===== config.mk =====
export PLATFORM = sky130hd
export DESIGN_NAME = tsa_isqrt_pipe
export DESIGN_NICKNAME = d
export VERILOG_FILES = /design/src/sv/triangle_sides_and_area_core_defines.svh /design/src/sv/tsa_isqrt_pipe.sv
export SDC_FILE = /design/constraint.sdc
export NUM_CORES = 1
export LEC_CHECK = 0
export ABC_CLOCK_PERIOD_IN_PS = 2350
export BUFFER_PORTS_ARGS = -buffer_cell sky130_fd_sc_hd__buf_2
export CORE_MARGIN = 2
export CORE_UTILIZATION = 60
export CTS_BUF_LIST = sky130_fd_sc_hd__clkbuf_8
export DETAILED_ROUTE_END_ITERATION = 6
export GPL_TIMING_DRIVEN = 0
export PLACE_DENSITY = 0.81
export REMOVE_ABC_BUFFERS = 1
export SLEW_MARGIN = 20
export SYNTH_ARGS = -nofsm -noshare
export SYNTH_HDL_FRONTEND = slang
export SYNTH_SLANG_ARGS = --single-unit

===== constraint.sdc =====
create_clock -name clk -period 2.35 [get_ports clk]
set_clock_uncertainty 0.05 [all_clocks]
set_input_delay 0.1175 -clock clk [delete_from_list [all_inputs] [get_ports clk]]
set_output_delay 0.1175 -clock clk [all_outputs]
set_load 0.05 [all_outputs]

===== src/sv/triangle_sides_and_area_core_defines.svh =====
// Assertion macros for the triangle sides and area core.
`ifndef TRIANGLE_SIDES_AND_AREA_CORE_DEFINES_SVH
`define TRIANGLE_SIDES_AND_AREA_CORE_DEFINES_SVH
`ifndef SYNTHESIS
`define TSA_ASSERT(lbl, prop) \
  lbl: assert property (@(posedge clk) disable iff (rst) prop) \
    else $error("tsa assertion failed");
`define TSA_IMPLIES(lbl, ante, cons) `TSA_ASSERT(lbl, (ante) |-> (cons))
`else
`define TSA_ASSERT(lbl, prop)
`define TSA_IMPLIES(lbl, ante, cons)
`endif
`endif


===== src/sv/tsa_isqrt_pipe.sv =====
// Pipelined integer square root, one result bit per stage, with a tag.
`default_nettype none
module tsa_isqrt_pipe #(
  parameter int LANES = 1,
  parameter int IN_W  = 8,
  parameter int TAG_W = 1
) (
  input  logic                     clk,
  input  logic                     rst,
  input  logic                     en,
  input  logic [IN_W-1:0]          rad_in   [LANES],
  input  logic [TAG_W-1:0]         tag_in,
  output logic [(IN_W+1)/2-1:0]    root_out [LANES],
  output logic [TAG_W-1:0]         tag_out
);
  localparam int RW = (IN_W + 1) / 2;
  localparam int NW = 2 * RW;

  logic [NW-1:0]    rad_r  [RW][LANES];
  logic [RW:0]      rem_r  [RW][LANES];
  logic [RW-1:0]    root_r [RW][LANES];
  logic [TAG_W-1:0] tag_r  [RW];

  for (genvar s = 0; s < RW; s++) begin : g_st
    logic [TAG_W-1:0] tag_p;
    if (s == 0) begin : g_tf
      assign tag_p = tag_in;
    end else begin : g_tn
      assign tag_p = tag_r[s-1];
    end

    always_ff @(posedge clk) begin
      if (rst) begin
        tag_r[s] <= '0;
      end else if (en) begin
        tag_r[s] <= tag_p;
      end
    end

    for (genvar l = 0; l < LANES; l++) begin : g_ln
      logic [NW-1:0] rad_p;
      logic [RW:0]   rem_p;
      logic [RW-1:0] root_p;
      logic [RW+2:0] rem2;
      logic [RW+2:0] trial;
      logic          take;

      if (s == 0) begin : g_f
        assign rad_p  = NW'(rad_in[l]);
        assign rem_p  = '0;
        assign root_p = '0;
      end else begin : g_n
        assign rad_p  = rad_r[s-1][l];
        assign rem_p  = rem_r[s-1][l];
        assign root_p = root_r[s-1][l];
      end

      assign rem2  = {rem_p, rad_p[NW-1 -: 2]};
      assign trial = {1'b0, root_p, 2'b01};
      assign take  = rem2 >= trial;

      always_ff @(posedge clk) begin
        if (en) begin
          root_r[s][l] <= {root_p[RW-2:0], take};
          rem_r[s][l]  <= take ? (RW+1)'(rem2 - trial) : rem2[RW:0];
          rad_r[s][l]  <= {rad_p[NW-3:0], 2'b00};
        end
      end

      if (s == RW - 1) begin : g_o
        assign root_out[l] = root_r[s][l];
      end
    end
  end

  assign tag_out = tag_r[RW-1];
endmodule
`default_nettype wire


==> results.cfg, run 1 <==
[run_status]
status = completed

[critical_path]
critPathBufInv = 0
crit_path_max_incr_delay_ns = 0.54
cp-end-kind = flop
critical-path-top-delay-family = simple AND/OR/NAND/NOR gates
path_max_fanout = 4
startpoint_type = flop
crit_type = reg -> reg
cp.arrival_ns = 2.09
worstPathCellList = ha_1 > or4_4 > a31oi_4 > nand2_4 > mux2_4
cp_slowest_cell = or4_4
crit_required_ns = 2.34

[layout]
drive_gt1_share_pct = 22.1
layout.nets = 161
antenna_cells = 0
stdcell_area_sq_um = 1950
fin_util_pct = 72.1
area_growth_syn_to_layout_pct = 15.9
fillers = 189
multi_input_area_sq_um = 474
seq_area_sq_um = 1170
final_cell_count_no_fill = 171

[place]
dpl.hpwl_mm = 1.68
dp_slack_ns = 0.270
place_inst = 157
portBuffers = 16
place_area_sq_um = 1810
gp_congestion = 0.872

[power_and_ir_drop]
pwr-share-comb_pct = 13.7
p_sw_share_pct = 24.5
p_total_mw = 1.51
p_leak_nw = 0.780
sequentialPowerShare_pct = 57.6
clkPwrFrac_pct = 28.6
p_switching_uw = 370
ir_drop_uv = 740
internal-power_mw = 1.14
powerDensity_nw_per_um2 = 773

[die]
start_util_pct = 62.2
die_area_sq_um = 3250
die_w_microns = 57.0
core_area_sq_um = 2710
fp.dieH_microns = 57.0
rows = 19
ios = 17

[drt]
drt_iter0_drc = 35
viasPerCell = 5.49
drc = 0
wl_per_cell_microns = 14.3
antenna_left = 0
routed_wl_mm = 2.44
vias = 938
first_pass_iters = 4

[global_routing]
antenna_found_initial = 0
grt_pass1_vias = 966
grt_first_pass_wirelength_mm = 4.13
grt_start_max_net_pins = 38
grt_overflow = 0
grt_usage_pct = 17.6

[yosys]
synth_cell_types = 26
syn_inst = 110
syn-cell-area_sq_um = 1690
synth_seq_area_share_pct = 69.4
ys_ff_latch = 39
postSynthAreaPerCell_sq_um = 15.3
yosysWarnings = 0

[clock_network]
root_buffer = clkbuf_8
cts_setup_buffers = 0
cts_buffers = 5
clock_path_buffers = 2
cts-htree-levels = 2
post_cts_resized = 0
clkLatencyLatePin_ns = 0.29
clk_pin_slew_ns = 0.07
postCtsHoldBufs = 6
tritoncts = yes
clock_sinks = 39

[sta]
holdWs_ns = 0.0534
slew_headroom_pct = 49.1
final-hold-violation-count = 0
drv_slew = 0
worst_pin_slew_ns = 0.763
finalSetupViolCount = 0
fin_crit_ns = 2.09
finalCritPeriodShare_pct = 89.1
tns_ns = 0
rsz0062_at_grt = false
fin_ws_ns = 0.256
max_freq_mhz = 478

[run]
drv_cap = 0

[worst_hold_path]
hold_path.class = in -> reg
## power by group through the flow
| stage | sequential, mW | clock, mW | combinational, mW |
|---|---|---|---|
| 3_5_place_dp | 0.886 | 0 | 0.200 |
| 3_3_place_gp | 0.881 | 0 | 0.184 |
| 4_1_cts | 0.871 | 0.446 | 0.209 |
| 6_report | 0.870 | 0.432 | 0.208 |
| 5_1_grt | 0.877 | 0.477 | 0.232 |
| 2_1_floorplan | 0.898 | 0 | 0.125 |
## cell usage in the layout, fill, tap and decap left out, types with 2 or more instances in the layout
master	instances
xor2_1	2
o21a_1	3
buf_2	16
mux2i_1	2
dlygate4sd3_1	6
edfxtp_1	39
nor2b_1	4
o31ai_1	3
nor3_1	3
clkinvlp_4	2
ha_1	10
and2_1	5
or2_2	2
clkbuf_8	5
inv_1	11
nor2_1	2
xnor2_1	3
nand2_1	5
o21ai_0	3
a21oi_1	3
## layer usage
metal	track usage, %	vias up	routed length (microns)
met2	33.0	38	1420
met5	0	-	0
met3	6.80	10	137
li1	-	454	-
met4	8.31	0	55
met1	16.5	436	831
## cell type report
| type | instances | share of cell area, % |
|---|---|---|
| Inverter | 11 | 2.11 |
| Clock buffer | 5 | 3.52 |
| Clock inverter | 3 | 1.02 |
| Sequential cell | 39 | 59.9 |
| Multi-Input combinational cell | 60 | 24.3 |
| Timing Repair Buffer | 22 | 7.17 |
| Tap cell | 31 | 1.98 |
## kinds of logic (layout without fill, tap and decap cells)
kind of cell	Yosys count	in the layout	synth area share [%]
buffers and inverters	11	41	2.45
and+or+nand+nor	25	25	8.61
AOI/OAI and AO/OA	16	16	7.20
muxes	3	3	2.08
other	1	1	0.222
adders and majority gates	10	10	7.42
DFF	39	39	69.4
xor gates and xnor gates	5	5	2.60
## final timing paths
path	from	depth (start not counted)	slack, ns	end
setup / recovery	rem_r[1][1]	5	0.26	rem_r[2][2]
hold / removal	tag_in	2	0.05	tag_r[0]
hold reg to reg	rad_r[1][2]	0	0.37	rad_r[2][4]
setup reg to reg	rem_r[1][1]	5	0.26	rem_r[2][2]
## state kept, by name, summed over array words and instances, names as in the netlist
register,count
root_r,10
rad_r,12
rem_r,13
tag_r,4
## cells in the mapped netlist
cell type | n | area, sq um
nand2_4 | 1 | 11.3
a221oi_1 | 1 | 8.76
xnor2_1 | 3 | 26.3
nor2b_1 | 4 | 25.0
or3_1 | 1 | 6.26
o31ai_1 | 3 | 22.5
conb_1 | 1 | 3.75
or2_2 | 2 | 12.5
inv_1 | 11 | 41.3
a21oi_1 | 3 | 15.0
ha_1 | 10 | 125
mux2i_1 | 2 | 20.0
nand2_1 | 5 | 18.8
nor2_1 | 2 | 7.51
o21ai_2 | 1 | 8.76
mux2_4 | 1 | 15.0
edfxtp_1 | 39 | 1170
o21ai_0 | 3 | 15.0
xor2_1 | 2 | 17.5
and2_1 | 5 | 31.3
o21a_1 | 3 | 22.5
nor3_1 | 3 | 15.0
a31oi_4 | 1 | 21.3
a21o_1 | 1 | 7.51
nand2b_1 | 1 | 6.26
or4_4 | 1 | 11.3
## worst register-to-register path, delay by kind of cell, from the launching register on
family / cells / cell delay [ns]
compound gates: 1 / 0.22
fa+ha+maj: 1 / 0.23
flops: 1 / 0.40
mux: 1 / 0.30
simple gates: 2 / 0.65
Power figures use the tool's default switching activity.
==> run 2: changes to the inputs <==
- CORE_UTILIZATION: 60 -> 49
- PLACE_DENSITY: 0.81 -> 0.68
==> results.cfg, run 2 (synthesized netlist as in run 1, its figures left out) <==
[sta]
fin_crit_ns = 2.09
finalCritPeriodShare_pct = 89.0
tns_ns = 0
final-hold-violation-count = 0
worst_pin_slew_ns = 0.765
finalSetupViolCount = 0
max_freq_mhz = 478
holdWs_ns = 0.0525
slew_headroom_pct = 49.0
drv_slew = 0
fin_ws_ns = 0.259
rsz0062_at_grt = false

[power_and_ir_drop]
p_total_mw = 1.60
p_leak_nw = 0.796
ir_drop_uv = 510
powerDensity_nw_per_um2 = 804

[die]
die_w_microns = 62.7
die_area_sq_um = 3930
start_util_pct = 50.9
ios = 17
rows = 21
fp.dieH_microns = 62.7
core_area_sq_um = 3310

[global_routing]
grtUsageMet1_pct = 11.5
grt_overflow = 0
grt_usage_pct = 12.4
antenna_found_initial = 0
grt_pass1_vias = 890
grt_first_pass_wirelength_mm = 3.60
top_usage_layer = met2
grt_start_max_net_pins = 38
use_met2_pct = 22.4
grt_use_met3_pct = 4.32

[layout]
largest_reg_flops = 13
seq_area_sq_um = 1170
layout.nets = 161
fillers = 271
final_common_cell = edfxtp_1
stdcell_area_sq_um = 1990
top_regs = rem_r (13), rad_r (12), root_r (10)
multi_input_area_sq_um = 474
mostFrequentLayoutCells = 39 x edfxtp_1, 16 x buf_2, 11 x inv_1
top_register = rem_r
antenna_cells = 0
area_growth_syn_to_layout_pct = 18.1
drive_gt1_share_pct = 21.4

[drt]
drt_iter0_drc = 40
vias = 910
drc = 0
antenna_left = 0
routed_wl_mm = 2.12
first_pass_iters = 4
viasPerCell = 4.89
wl_per_cell_microns = 11.4

[place]
gp_congestion = 0.812
portBuffers = 16
dpl.hpwl_mm = 1.44
dp_slack_ns = 0.261
place_area_sq_um = 1820

[run_status]
status = completed

[clock_network]
clk_pin_slew_ns = 0.07
clock_sinks = 39
tritoncts = yes
cts_setup_buffers = 0
post_cts_resized = 0
cts_buffers = 5
clkLatencyLatePin_ns = 0.29
clock_path_buffers = 2
cts-htree-levels = 2
root_buffer = clkbuf_8

[critical_path]
path_max_fanout = 4
crit_required_ns = 2.34
cp.arrival_ns = 2.08
startpoint_type = flop
crit_type = reg -> reg
cp-end-kind = flop

[run]
drv_cap = 0

[worst_hold_path]
hold_path.class = in -> reg
## run 2: cell types whose count changed in the layout (fill, tap and decap cells not counted), sizes merged
cell,change
bufinv,+1
clkinv,+1
clkinvlp,-2
## run 2: power by group
part / leakage (nW) / total (mW) / switching (mW) / internal (mW)
clock network: 0.0556 / 0.535 / 0.224 / 0.311
registers: 0.381 / 0.869 / 0.0246 / 0.844
logic: 0.359 / 0.199 / 0.110 / 0.0889
total: 0.796 / 1.60 / 0.358 / 1.24
## run 2: per-stage QoR
step / std cells / util [%]
2_1_floorplan: 110 / -
3_3_place_gp: 172 / 55.1
3_5_place_dp: 172 / 55.1
4_1_cts: 186 / 60.2
5_1_grt: 186 / 60.2
6_report: 186 / 60.2
## run 2: layer usage
layer | share of wire, % | up-vias
li1 | - | 456
met1 | 39 | 428
met2 | 54 | 19
met3 | 3.9 | 7
met4 | 2.9 | 0
met5 | 0 | -
## run 2: path summary, 6_finish.rpt
| kind | startpoint | slack [ns] | cells past startpoint | endpoint |
|---|---|---|---|---|
| worst max register to register | rem_r[1][1] | 0.26 | 5 | rem_r[2][2] |
| worst min register to register | rad_r[1][3] | 0.37 | 0 | rad_r[2][5] |
| worst max-delay path | rem_r[1][1] | 0.26 | 5 | rem_r[2][2] |
| worst min-delay path | tag_in | 0.05 | 2 | tag_r[0] |
## run 2: final cells by class
cell class / count / share of cell area (%)
inverters: 11 / 2.07
clock inverters: 3 / 1.95
multi-input cells: 60 / 23.8
flip-flops and latches: 39 / 58.8
clock buffers: 5 / 3.45
repair buffers: 22 / 7.04
well taps: 46 / 2.89
## run 2: critical path: stages, from the launching register on
cell      delay [ns]
edfxtp_1        0.40
ha_1            0.23
or4_4           0.55
a31oi_4         0.22
nand2_4         0.10
mux2_4          0.30
## run 2: timing repair
item / 4_1_cts / 5_1_grt
setup endpoints to repair: 0 / 0
endpoints found under the hold margin: 6 / 0
hold buffers: 6 / 0
==> run 3: changes to the inputs <==
- ABC_CLOCK_PERIOD_IN_PS: 2350 -> 2300
- CORE_MARGIN: 2 -> not set
- REMOVE_ABC_BUFFERS: 1 -> not set
- clock period: 2.35 -> 2.3 ns (I/O delays scaled with it)
==> results.cfg, run 3 (synthesized netlist as in run 1, its figures left out) <==
[run_status]
status = completed

[critical_path]
path_max_fanout = 4
crit_required_ns = 2.28
cp_slowest_cell = or4_4
startpoint_type = flop
crit_path_max_incr_delay_ns = 0.55
crit_type = reg -> reg
worstPathCellList = ha_1 > or4_4 > a31oi_4 > nand2_4 > mux2_4
cp.arrival_ns = 2.06
cp-end-kind = flop

[clock_network]
clk_pin_slew_ns = 0.07
clkLatencyLatePin_ns = 0.28
cts_setup_buffers = 0
clock_sinks = 39
tritoncts = yes
cts-htree-levels = 2
postCtsHoldBufs = 6
clock_path_buffers = 2
root_buffer = clkbuf_8
cts_buffers = 5
post_cts_resized = 0

[sta]
finalCritPeriodShare_pct = 90.4
drv_slew = 0
fin_crit_ns = 2.08
slew_headroom_pct = 50.3
worst_pin_slew_ns = 0.746
final-hold-violation-count = 0
holdWs_ns = 0.0554
rsz0062_at_grt = false
finalSetupViolCount = 0
max_freq_mhz = 481
tns_ns = 0

[die]
rows = 20
die_w_microns = 60.7
core_area_sq_um = 3150
fp.dieH_microns = 60.7
die_area_sq_um = 3680
ios = 17
start_util_pct = 53.5

[yosys]
syn-num-nets = 132

[layout]
layout.nets = 161
stdcell_area_sq_um = 1960
top_regs = rem_r (13), rad_r (12), root_r (10)
antenna_cells = 0
mostFrequentLayoutCells = 39 x edfxtp_1, 16 x buf_2, 13 x inv_1
top_register = rem_r
largest_reg_flops = 13
area_growth_syn_to_layout_pct = 16.4
final_common_cell = edfxtp_1
drive_gt1_share_pct = 20.7

[drt]
wl_per_cell_microns = 10.4
vias = 888
drt_iter0_drc = 22
viasPerCell = 4.83
routed_wl_mm = 1.92
first_pass_iters = 4
antenna_left = 0
drc = 0

[global_routing]
grt_pass1_vias = 823
grt_usage_pct = 13.0
antenna_found_initial = 0
grt_overflow = 0
grt_first_pass_wirelength_mm = 3.28
grt_start_max_net_pins = 38

[worst_hold_path]
hold_path.class = in -> reg

[run]
drv_cap = 0

[place]
dpl.hpwl_mm = 1.37
portBuffers = 16
gp_congestion = 0.808
place_area_sq_um = 1820

[power_and_ir_drop]
ir_drop_uv = 376
powerDensity_nw_per_um2 = 766
p_leak_nw = 0.791
==> run 3: worst paths after layout <==
kind	start	end	slack, ns	cells past startpoint
worst max-delay path	rem_r[1][1]	rem_r[2][2]	0.22	5
worst min-delay path	tag_in	tag_r[0]	0.06	2
worst max register to register	rem_r[1][1]	rem_r[2][2]	0.22	5
worst min register to register	rad_r[1][2]	rad_r[2][4]	0.37	0
==> run 3: worst max-delay path, delay by kind of cell (launching register included) <==
family          cells  cell delay, ns
fa+ha+maj           1            0.22
mux                 1            0.30
simple gates        2            0.65
flops               1            0.40
compound gates      1            0.22
==> run 3: final cells by class <==
cell class / instances / area [sq um]
clock buffers: 5 / 68.8
flip-flops and latches: 39 / 1170
inverters: 11 / 41.3
multi-input cells: 60 / 474
well taps: 44 / 55.1
clock inverters: 3 / 12.5
repair buffers: 22 / 140
fillers: 257 / 1190
==> run 3: report_power, final <==
part,internal [mW],switching [mW]
sequential,0.863,0.0239
clock,0.203,0.213
combinational,0.0901,0.110
==> run 3: metal layers <==
| layer | track usage (%) | wire length, microns | share of wire, % |
|---|---|---|---|
| met4 | 5.84 | 36 | 1.9 |
| met3 | 6.40 | 94 | 4.9 |
| met2 | 23.7 | 1010 | 53 |
| met5 | 0 | 0 | 0 |
| met1 | 12.1 | 771 | 40 |
==> run 3: through the flow <==
| step | total power [mW] | cells | utilization [%] | worst slack, ns |
|---|---|---|---|---|
| global route | 1.58 | 184 | 62.3 | 0.156 |
| finish | 1.50 | 184 | 62.3 | 0.222 |
| CTS | 1.53 | 184 | 62.3 | 0.208 |
| floorplan | 1.05 | 110 | - | 0.291 |
| global placement | 1.09 | 170 | 57.8 | 0.232 |
| detailed placement | 1.10 | 170 | 57.8 | 0.219 |
